**config.mk**
```make
export PLATFORM = sky130hd
export DESIGN_NAME = resistive_touch_point_qualifier_flat
export DESIGN_NICKNAME = d
export VERILOG_FILES = /design/src/rtl/core/rtpq_pkg.sv /design/src/rtl/core/rtpq_if.sv /design/src/rtl/core/resistive_touch_point_qualifier.sv /design/src/flat_wrapper.sv
export SDC_FILE = /design/constraint.sdc
export NUM_CORES = 1
export LEC_CHECK = 0
export BUFFER_PORTS_ARGS = -buffer_cell sky130_fd_sc_hd__buf_2
export CAP_MARGIN = 20
export CORE_MARGIN = 5
export CORE_UTILIZATION = 54
export CTS_CLUSTER_DIAMETER = 60
export DETAILED_ROUTE_END_ITERATION = 6
export HOLD_SLACK_MARGIN = 0.15
export PLACE_DENSITY = 0.78
export SYNTH_ARGS = -nofsm -noshare
export SYNTH_HDL_FRONTEND = slang
export SYNTH_SLANG_ARGS = --single-unit
```
**constraint.sdc**
```tcl
create_clock -name clk_i -period 2.7 [get_ports clk_i]
set_input_delay 0.135 -clock clk_i [delete_from_list [all_inputs] [get_ports clk_i]]
set_output_delay 0.135 -clock clk_i [all_outputs]
set_load 0.02 [all_outputs]
```
**src/rtl/core/rtpq_pkg.sv**
```systemverilog
// Shared types and constants for the resistive touch point qualifier.
// Holds the input and result word layouts and the register map.
// No dependencies.
package rtpq_pkg;

  localparam int unsigned CoordW   = 12;
  localparam int unsigned RegIdxW  = 3;
  localparam int unsigned RegDataW = 13;
  localparam int unsigned RunW     = 8;

  localparam logic [CoordW-1:0] FullScale = 12'd4095;
  localparam logic [RunW-1:0]   RunMax    = 8'd255;

  localparam logic [RegDataW-1:0] MaxSize = 13'd4096;

  localparam logic [RegDataW-1:0] ThresholdRst = 13'd400;
  localparam logic [RunW-1:0]     DebounceRst  = 8'd2;
  localparam logic [RegDataW-1:0] WidthRst     = 13'd240;
  localparam logic [RegDataW-1:0] HeightRst    = 13'd320;

  typedef enum logic [RegIdxW-1:0] {
    REG_ENABLE    = 3'd0,
    REG_THRESHOLD = 3'd1,
    REG_DEBOUNCE  = 3'd2,
    REG_WIDTH     = 3'd3,
    REG_HEIGHT    = 3'd4
  } reg_idx_e;

  typedef struct packed {
    logic [CoordW-1:0] pressure_one;
    logic [CoordW-1:0] pressure_two;
    logic [CoordW-1:0] raw_x;
    logic [CoordW-1:0] raw_y;
  } in_word_t;

  typedef struct packed {
    logic [CoordW-1:0] point_x;
    logic [CoordW-1:0] point_y;
    logic              pressed;
  } out_word_t;

endpackage

```
**src/rtl/core/rtpq_if.sv**
```systemverilog
// Valid/ready channel carrying one word of a given type.
// Depends on the word type supplied at instantiation.
interface rtpq_if #(
  parameter type word_t = logic
);
  logic  valid;
  logic  ready;
  word_t word;

  modport source (output valid, output word, input ready);
  modport sink   (input valid, input word, output ready);
endinterface

```
**src/rtl/core/resistive_touch_point_qualifier.sv**
```systemverilog
// Resistive touch point qualifier: pressure gate, debounce and screen scaling.
// Depends on rtpq_pkg and rtpq_if.
// Takes one word per clock when the output side keeps up; an accepted word is
// held in the input register and its result word then in the output register.
// The rate is set by the scaling stage: one 12x12 multiply per axis, a divide by
// 4095 via a shift, add and compare, and the press counter update, all combinational.
// A result waiting in the output register does not block the input register from
// filling; the input stalls only when both registers hold a word.
module resistive_touch_point_qualifier (
  input  logic                              clk_i,
  input  logic                              rst_ni,
  input  logic                              cfg_we_i,
  input  logic [rtpq_pkg::RegIdxW-1:0]      cfg_index_i,
  input  logic [rtpq_pkg::RegDataW-1:0]     cfg_data_i,
  rtpq_if.sink                              in_if,
  rtpq_if.source                            out_if
);
  import rtpq_pkg::*;

  function automatic logic [CoordW-1:0] map_axis(
    input logic [CoordW-1:0]   raw,
    input logic [RegDataW-1:0] size
  );
    logic [CoordW-1:0]   span;
    logic [2*CoordW-1:0] prod;
    logic [CoordW:0]     fold;
    logic [CoordW-1:0]   quot;
    if (size == '0) begin
      span = '0;
    end else if (size > MaxSize) begin
      span = FullScale;
    end else begin
      span = CoordW'(size - RegDataW'(1));
    end
    prod = (2*CoordW)'(raw) * (2*CoordW)'(span);
    fold = {1'b0, prod[2*CoordW-1:CoordW]} + {1'b0, prod[CoordW-1:0]};
    quot = prod[2*CoordW-1:CoordW] + CoordW'(fold >= {1'b0, FullScale});
    return span - quot;
  endfunction

  logic                enable_q;
  logic [RegDataW-1:0] threshold_q;
  logic [RunW-1:0]     debounce_q;
  logic [RegDataW-1:0] width_q;
  logic [RegDataW-1:0] height_q;

  logic              s1_valid_q;
  in_word_t          s1_word_q;
  logic              s1_adv;
  logic              out_valid_q;
  out_word_t         out_q, out_d;

  logic [RunW-1:0]   run_q, run_d;
  logic [CoordW-1:0] held_x_q, held_x_d;
  logic [CoordW-1:0] held_y_q, held_y_d;
  logic [RegDataW-1:0] pressure;

  always_ff @(posedge clk_i or negedge rst_ni) begin
    if (!rst_ni) begin
      enable_q    <= 1'b0;
      threshold_q <= ThresholdRst;
      debounce_q  <= DebounceRst;
      width_q     <= WidthRst;
      height_q    <= HeightRst;
    end else if (cfg_we_i) begin
      unique case (reg_idx_e'(cfg_index_i))
        REG_ENABLE:    enable_q    <= cfg_data_i[0];
        REG_THRESHOLD: threshold_q <= cfg_data_i;
        REG_DEBOUNCE:  debounce_q  <= cfg_data_i[RunW-1:0];
        REG_WIDTH:     width_q     <= cfg_data_i;
        REG_HEIGHT:    height_q    <= cfg_data_i;
        default: ;
      endcase
    end
  end

  assign s1_adv       = s1_valid_q && (!out_valid_q || out_if.ready);
  assign in_if.ready  = !s1_valid_q || s1_adv;
  assign out_if.valid = out_valid_q;
  assign out_if.word  = out_q;

  always_comb begin
    pressure = RegDataW'(s1_word_q.pressure_one) + RegDataW'(FullScale)
             - RegDataW'(s1_word_q.pressure_two);
    run_d    = run_q;
    held_x_d = held_x_q;
    held_y_d = held_y_q;
    out_d.pressed = 1'b0;
    if (enable_q) begin
      if (pressure < threshold_q) begin
        run_d = '0;
      end else begin
        held_x_d = map_axis(s1_word_q.raw_x, width_q);
        held_y_d = map_axis(s1_word_q.raw_y, height_q);
        run_d    = (run_q < RunMax) ? run_q + RunW'(1) : run_q;
        out_d.pressed = (run_d >= debounce_q);
      end
    end
    out_d.point_x = held_x_d;
    out_d.point_y = held_y_d;
  end

  always_ff @(posedge clk_i or negedge rst_ni) begin
    if (!rst_ni) begin
      s1_valid_q  <= 1'b0;
      out_valid_q <= 1'b0;
      run_q       <= '0;
      held_x_q    <= '0;
      held_y_q    <= '0;
    end else begin
      if (in_if.ready) begin
        s1_valid_q <= in_if.valid;
      end
      if (s1_adv) begin
        out_valid_q <= 1'b1;
        run_q       <= run_d;
        held_x_q    <= held_x_d;
        held_y_q    <= held_y_d;
      end else if (out_if.ready) begin
        out_valid_q <= 1'b0;
      end
    end
  end

  always_ff @(posedge clk_i) begin
    if (in_if.valid && in_if.ready) begin
      s1_word_q <= in_if.word;
    end
    if (s1_adv) begin
      out_q <= out_d;
    end
  end

  a_stall_hold: assert property (@(posedge clk_i) disable iff (!rst_ni)
    (s1_valid_q && !s1_adv) |=> (s1_valid_q && $stable(s1_word_q)))
    else $error("input stage lost a stalled word");

  a_out_tracks_held: assert property (@(posedge clk_i) disable iff (!rst_ni)
    out_valid_q |-> (out_q.point_x == held_x_q && out_q.point_y == held_y_q))
    else $error("result point differs from held point");

  a_run_step: assert property (@(posedge clk_i) disable iff (!rst_ni)
    (run_q != $past(run_q)) |-> (run_q == '0 || run_q == $past(run_q) + RunW'(1)))
    else $error("press counter moved by more than one");

  a_pressed_run: assert property (@(posedge clk_i) disable iff (!rst_ni)
    (out_valid_q && out_q.pressed) |-> (run_q != '0))
    else $error("pressed result with empty press counter");

endmodule
```
**src/flat_wrapper.sv**
```systemverilog
// flat-port wrapper written by rule: the top's interface ports become plain ports
module resistive_touch_point_qualifier_flat import rtpq_pkg::*;
  (clk_i, rst_ni, cfg_we_i, cfg_index_i, cfg_data_i, in_if_valid, in_if_word, in_if_ready, out_if_valid, out_if_word, out_if_ready);
  rtpq_if in_if_i ();
  rtpq_if out_if_i ();
  input  logic clk_i;
  input  logic rst_ni;
  input  logic cfg_we_i;
  input  logic [rtpq_pkg::RegIdxW-1:0] cfg_index_i;
  input  logic [rtpq_pkg::RegDataW-1:0] cfg_data_i;
  input wire logic [$bits(in_if_i.valid)-1:0] in_if_valid;
  input wire logic [$bits(in_if_i.word)-1:0] in_if_word;
  output wire logic [$bits(in_if_i.ready)-1:0] in_if_ready;
  output wire logic [$bits(out_if_i.valid)-1:0] out_if_valid;
  output wire logic [$bits(out_if_i.word)-1:0] out_if_word;
  input wire logic [$bits(out_if_i.ready)-1:0] out_if_ready;
  assign in_if_i.valid = in_if_valid;
  assign in_if_i.word = in_if_word;
  assign in_if_ready = in_if_i.ready;
  assign out_if_valid = out_if_i.valid;
  assign out_if_word = out_if_i.word;
  assign out_if_i.ready = out_if_ready;
  resistive_touch_point_qualifier u_core (.clk_i(clk_i), .rst_ni(rst_ni), .cfg_we_i(cfg_we_i), .cfg_index_i(cfg_index_i), .cfg_data_i(cfg_data_i), .in_if(in_if_i), .out_if(out_if_i));
endmodule
```
After elaboration in Yosys (flattened, before gate mapping) --
Index checks and enable logic that the tools add are counted.
Cells by class: add/subtract/negate cells 1, $lt $le $gt $ge 3, equal/unequal tests 2, muxes and demuxes 4, bitwise logic cells 1, reduce and logical (&&, ||, !) cells 12
Operators by type and width (count):
- $mux W8 | 2
- $lt A12 B13 Y1 const A | 1
- $add A8 B1 Y8 const B | 1
- $ge A8 B8 Y1 | 1
- $lt A8 B8 Y1 const B | 1
- $reduce_and A2 Y1 | 4
- $eq A3 B1 Y1 const B | 1
- $eq A3 B2 Y1 const B | 1
- $logic_not A3 Y1 | 1
- $logic_not A1 Y1 | 2
- $logic_or A1 B1 Y1 | 2
- $mux W1 | 2
- $reduce_bool A2 Y1 | 1
- $reduce_or A2 Y1 | 1
- $logic_and A1 B1 Y1 | 1
- $not A1 Y1 | 1
Word-level totals: register bits 33, bits of input ports 22, output and inout port bits 3, logic and storage cells 30

Logic depth before layout (Yosys ltp) --
word-level depth 4, depth in mapped cells 10, depth with buffers taken out 10

Worst setup path after synthesis --
OpenSTA, ideal clock, no wires.
path type reg-to-reg, from register u_core.run_q[0], to register u_core.out_q, in the netlist u_core.out_if.word (data pin), library setup time 0.259 ns, arrival 1.953 ns, required time 2.441 ns, slack 0.488 ns, stages on the path, launching flop included 10, buffers on the path 0, clock period less this slack 2.212 ns, path through dfrtp_1 ha_1 and4_4 nand2b_4 xnor2_1 ha_1 nand2b_1 a21o_1 a211oi_1 o41ai_1
Between the ends: longest elaborated chain between the ends 3, elaborated cells between the ends (all ways) 4, classes of those cells add/sub: 1; order compare: 2; mux: 1
Ends and longest elaborated chain:
- from (decl) | RTL line resistive_touch_point_qualifier.sv:53 | logic [RunW-1:0] run_q, run_d;
- from (signal assigned) | RTL line resistive_touch_point_qualifier.sv:116 | run_q <= run_d;
- $add A8 B1 Y8 or $lt A8 B8 Y1 (tied branches) | RTL line resistive_touch_point_qualifier.sv:95 | run_d = (run_q < RunMax) ? run_q + RunW'(1) : run_q;
- $mux W8 (*) | RTL line resistive_touch_point_qualifier.sv:95
- $ge A8 B8 Y1 (*) | RTL line resistive_touch_point_qualifier.sv:96 | out_d.pressed = (run_d >= debounce_q);
- to (signal assigned) | RTL line resistive_touch_point_qualifier.sv:130 | out_q <= out_d;
- to (decl) | RTL line resistive_touch_point_qualifier.sv:51 | out_word_t out_q, out_d;
Every way passes the cells marked *; elsewhere a longest branch is shown, timed or not. A chain may end at the register's enable or synchronous reset.

Final worst setup path --
Ends and elaborated chain as after synthesis.

==> impl_metrics.csv <==
group,metric,value,unit
setup_path,worst_r2r_path_depth,9,
setup_path,worstSetupStartpointType,"flop",
setup_path,slowest_delay,440,ps
global_routing,gr-total-overflow,0,
floorplan,core,0.002233,mm²
cts,clockBufferDepth,2,
setup_path,crit_arrival,2490,ps
placement,hpwl,1979,µm
sta,hold_viol,0,
cts,numCtsBuffers,3,
cts,ctsHtreeMaxLevel,1,
setup_path,end_kind,"flop",
flow_run,maxCapViolations,0,
setup_path,path_cells,"ha_1 -> and4_4 -> nand2b_4 -> xnor2_1 -> ha_1 -> nand2b_1 -> a21o_1 -> a211oi_1 -> o41ai_1",
drt,num_vias,1103,
drt,drt-total-wl,2889,µm
floorplan,fp.dieArea,0.003411,mm²
drt,drc,0,
synthesis,synthFlopType,"dfrtp_1",
synthesis,syn_avg_cell_area,9.370,µm²
sta,setup_viol,0,
drt,vias_per_cell,5.628,
worst_hold_path,hp-class,"in2reg",
cts,clk_latency,320,ps
drt,first_pass_iters,5,
cts,cts_tree,"built",
finish,fill_cells,191,
global_routing,grt_max_degree,21,
sta,grt_setup_unrepaired,"no",
cts,ctsRootBufferMaster,"clkbuf_4",
synthesis,synth_top_area_share,37.59,%
pwr,power_density,546.4,mW/mm²
setup_path,required,2790,ps
drt,wl_per_cell,14.74,µm
floorplan,ios,25,
synthesis,yosysWarnings,0,
synthesis,ys_seq_elements,21,
sta,finalSetupTns,0,ps
synthesis,synth_edf_count,1,
synthesis,synthArstFlopShare,95.24,%
synthesis,syn-instance-count,135,
setup_path,r2r_setup_slack,290,ps
finish,nNetsFinal,200,
placement,placed_area,0.001385,mm²
finish,drive_gt1_share,20.24,%
global_routing,grt_busiest_layer,"met2",
sta,fin_crit,2406,ps
global_routing,grt_use_met2,33.81,%
setup_path,crit_type,"reg2reg",
floorplan,row_count,17,
sta,tightest_slew,479.4,ps
pwr,peakVddDrop,461.6,µV
synthesis,ys_seq_area_share,42.04,%
global_routing,grt_pass1_vias,1147,
setup_path,crit_fanout,6,
drt,final_antenna_net_count,0,
setup_path,crit_start,"u_core.run_q[0]$_DFFE_PN0P_",
setup_path,path_common_cell,"ha_1",
floorplan,fp.dieW,58.40,µm
synthesis,synth.distinct_cells,39,
synthesis,netlist_area,0.001265,mm²
setup_path,critPathCapture,"u_core.out_if.word$_SDFFCE_PP0P_",
placement,routabilityCongestion,0.8234,
sta,max_freq,415.7,MHz
setup_path,cp_slowest_cell,"dfrtp_1",
pwr,p_leak,0.6928,nW
synthesis,synth_top_area_cell,"dfrtp_1",
finish,syn_to_final_growth,21.17,%
setup_path,r2r_end,"u_core.out_if.word$_SDFFCE_PP0P_",
floorplan,fp.dieH,58.40,µm
outcome,status,"complete, no violations",
global_routing,grt_use_met1,24.38,%
global_routing,grt_use_met3,2.412,%
floorplan,start_util,56.64,%
sta,fin_skew,12.80,ps
synthesis,synth_nets,166,
sta,finalCritPeriodShare,89.10,%
sta,relSlewSlack,68.04,%
setup_path,r2r-start,"u_core.run_q[0]$_DFFE_PN0P_",
finish,design_area,0.001533,mm²
cts,path_clk_slew,130,ps
finish,antennaDiodeCount,0,
global_routing,grtUsageTotal,19.23,%
drt,drt-initial-drc-count,33,
synthesis,synth_area_leaders,"dfrtp_1 38%, ha_1 8.9%, nand2_1 5.6%, a21oi_1 4.7%, o21ai_0 4.0%",
global_routing,antenna_found_initial,0,
cts,cts_setup_buffers,0,
sta,drv_slew,0,
cts,cts.sinks,21,
global_routing,grt_pass1_wl,5099,µm
placement,port_buffers,19,
==> registers in the layout, summed over array words and instances (netlist names) <==
| signal | cells |
|---|---|
| u_core.debounce_q | 8 |
| u_core.enable_q | 1 |
| u_core.out_if.valid | 1 |
| u_core.out_if.word | 1 |
| u_core.run_q | 8 |
| u_core.s1_valid_q | 1 |
| u_core.threshold_q | 1 |
==> logic make-up (layout without fill, tap and decap cells) <==
family	after synthesis	in the layout	synth area share (%)
AOI/OAI and AO/OA	37	37	17.61
and+or+nand+nor	53	53	24.23
muxes	3	3	2.670
xor gates and xnor gates	2	2	1.385
buffers and inverters	10	43	3.165
adders and majority gates	9	9	8.902
DFF	21	21	42.04
==> stage by stage <==
stage	utilization, %	hold WS [ps]	power, mW	setup WS [ps]	std cells
floorplan	-	-160.6	0.5879	487.8	135
global placement	62.02	108.0	0.6437	373.0	180
detailed placement	62.02	111.7	0.6625	313.2	180
CTS	68.63	193.4	0.8318	303.2	196
global route	68.63	193.8	0.8966	148.6	196
finish	68.63	191.6	0.8374	294.2	196
==> final cells by class <==
type	instances	area (µm²)	area share (%)
multi-input combinational	104	693.2	45.22
sequential	21	531.8	34.69
timing repair buffer	31	215.2	14.04
tap	28	35.03	2.286
inverter	8	30.03	1.959
clock buffer	3	22.52	1.469
clock inverter	1	5.005	0.3265
==> critical path, delay by kind of cell (launching register included) <==
kind	cells	cell delay (ps)
flops	1	440
compound gates	3	500
fa+ha+maj	2	590
xor+xnor	1	130
simple gates	3	520
==> how the worst min path moves through the flow <==
stage | from | endpoint | slack, ps | depth (start not counted)
2_1_floorplan | rst_ni | u_core.debounce_q[0]$_DFFE_PN0P_ | -160 | 0
6_report | cfg_index_i[0] | u_core.enable_q$_DFFE_PN0P_ | 190 | 3
3_3_place_gp | rst_ni | u_core.run_q[2]$_DFFE_PN0P_ | 110 | 1
4_1_cts | cfg_index_i[0] | u_core.enable_q$_DFFE_PN0P_ | 190 | 3
5_1_grt | cfg_index_i[0] | u_core.enable_q$_DFFE_PN0P_ | 190 | 3
3_5_place_dp | rst_ni | u_core.run_q[2]$_DFFE_PN0P_ | 110 | 1
==> where the power goes <==
group | internal (mW) | total [mW] | switching [mW]
sequential | 0.370 | 0.406 | 0.0365
clock | 0.0554 | 0.159 | 0.103
combinational | 0.131 | 0.272 | 0.141
==> synthesized netlist by cell type, types with 2 or more instances <==
| cell | instances |
|---|---|
| a21o_1 | 2 |
| nor2_1 | 8 |
| o21a_1 | 3 |
| and2_1 | 2 |
| nand3_1 | 4 |
| xnor2_1 | 2 |
| inv_1 | 8 |
| nand2b_1 | 4 |
| nand2_1 | 19 |
| dfrtp_1 | 19 |
| o21ai_0 | 10 |
| a31o_1 | 2 |
| mux2_2 | 3 |
| ha_1 | 9 |
| a21oi_1 | 12 |
| o21ai_1 | 3 |
| and3_1 | 2 |
| buf_2 | 2 |
==> repair_timing <==
| action | 4_1_cts | 5_1_grt |
|---|---|---|
| hold endpoints to repair | 31 | 0 |
| resized for setup | 0 | 0 |
| hold buffers | 12 | 0 |
==> cell usage in the layout (no fill, tap or decap), types with 2 or more instances in the layout <==
| master | instances |
|---|---|
| buf_2 | 19 |
| nand3_1 | 4 |
| and2_1 | 2 |
| xnor2_1 | 2 |
| nand2b_1 | 4 |
| mux2_2 | 3 |
| dlygate4sd3_1 | 12 |
| inv_1 | 8 |
| clkbuf_4 | 3 |
| ha_1 | 9 |
| a21o_1 | 2 |
| and3_1 | 2 |
| a31o_1 | 2 |
| o21ai_0 | 10 |
| nor2_1 | 8 |
| a21oi_1 | 12 |
| dfrtp_1 | 19 |
| nand2_1 | 19 |
| o21a_1 | 3 |
| o21ai_1 | 3 |
==> metal layers <==
metal | share of wire (%) | routed length (µm)
met4 | 0.87 | 25
met3 | 4.3 | 123
met2 | 51 | 1462
met5 | 0 | 0
met1 | 44 | 1278
(Power assumes the default switching activity.)
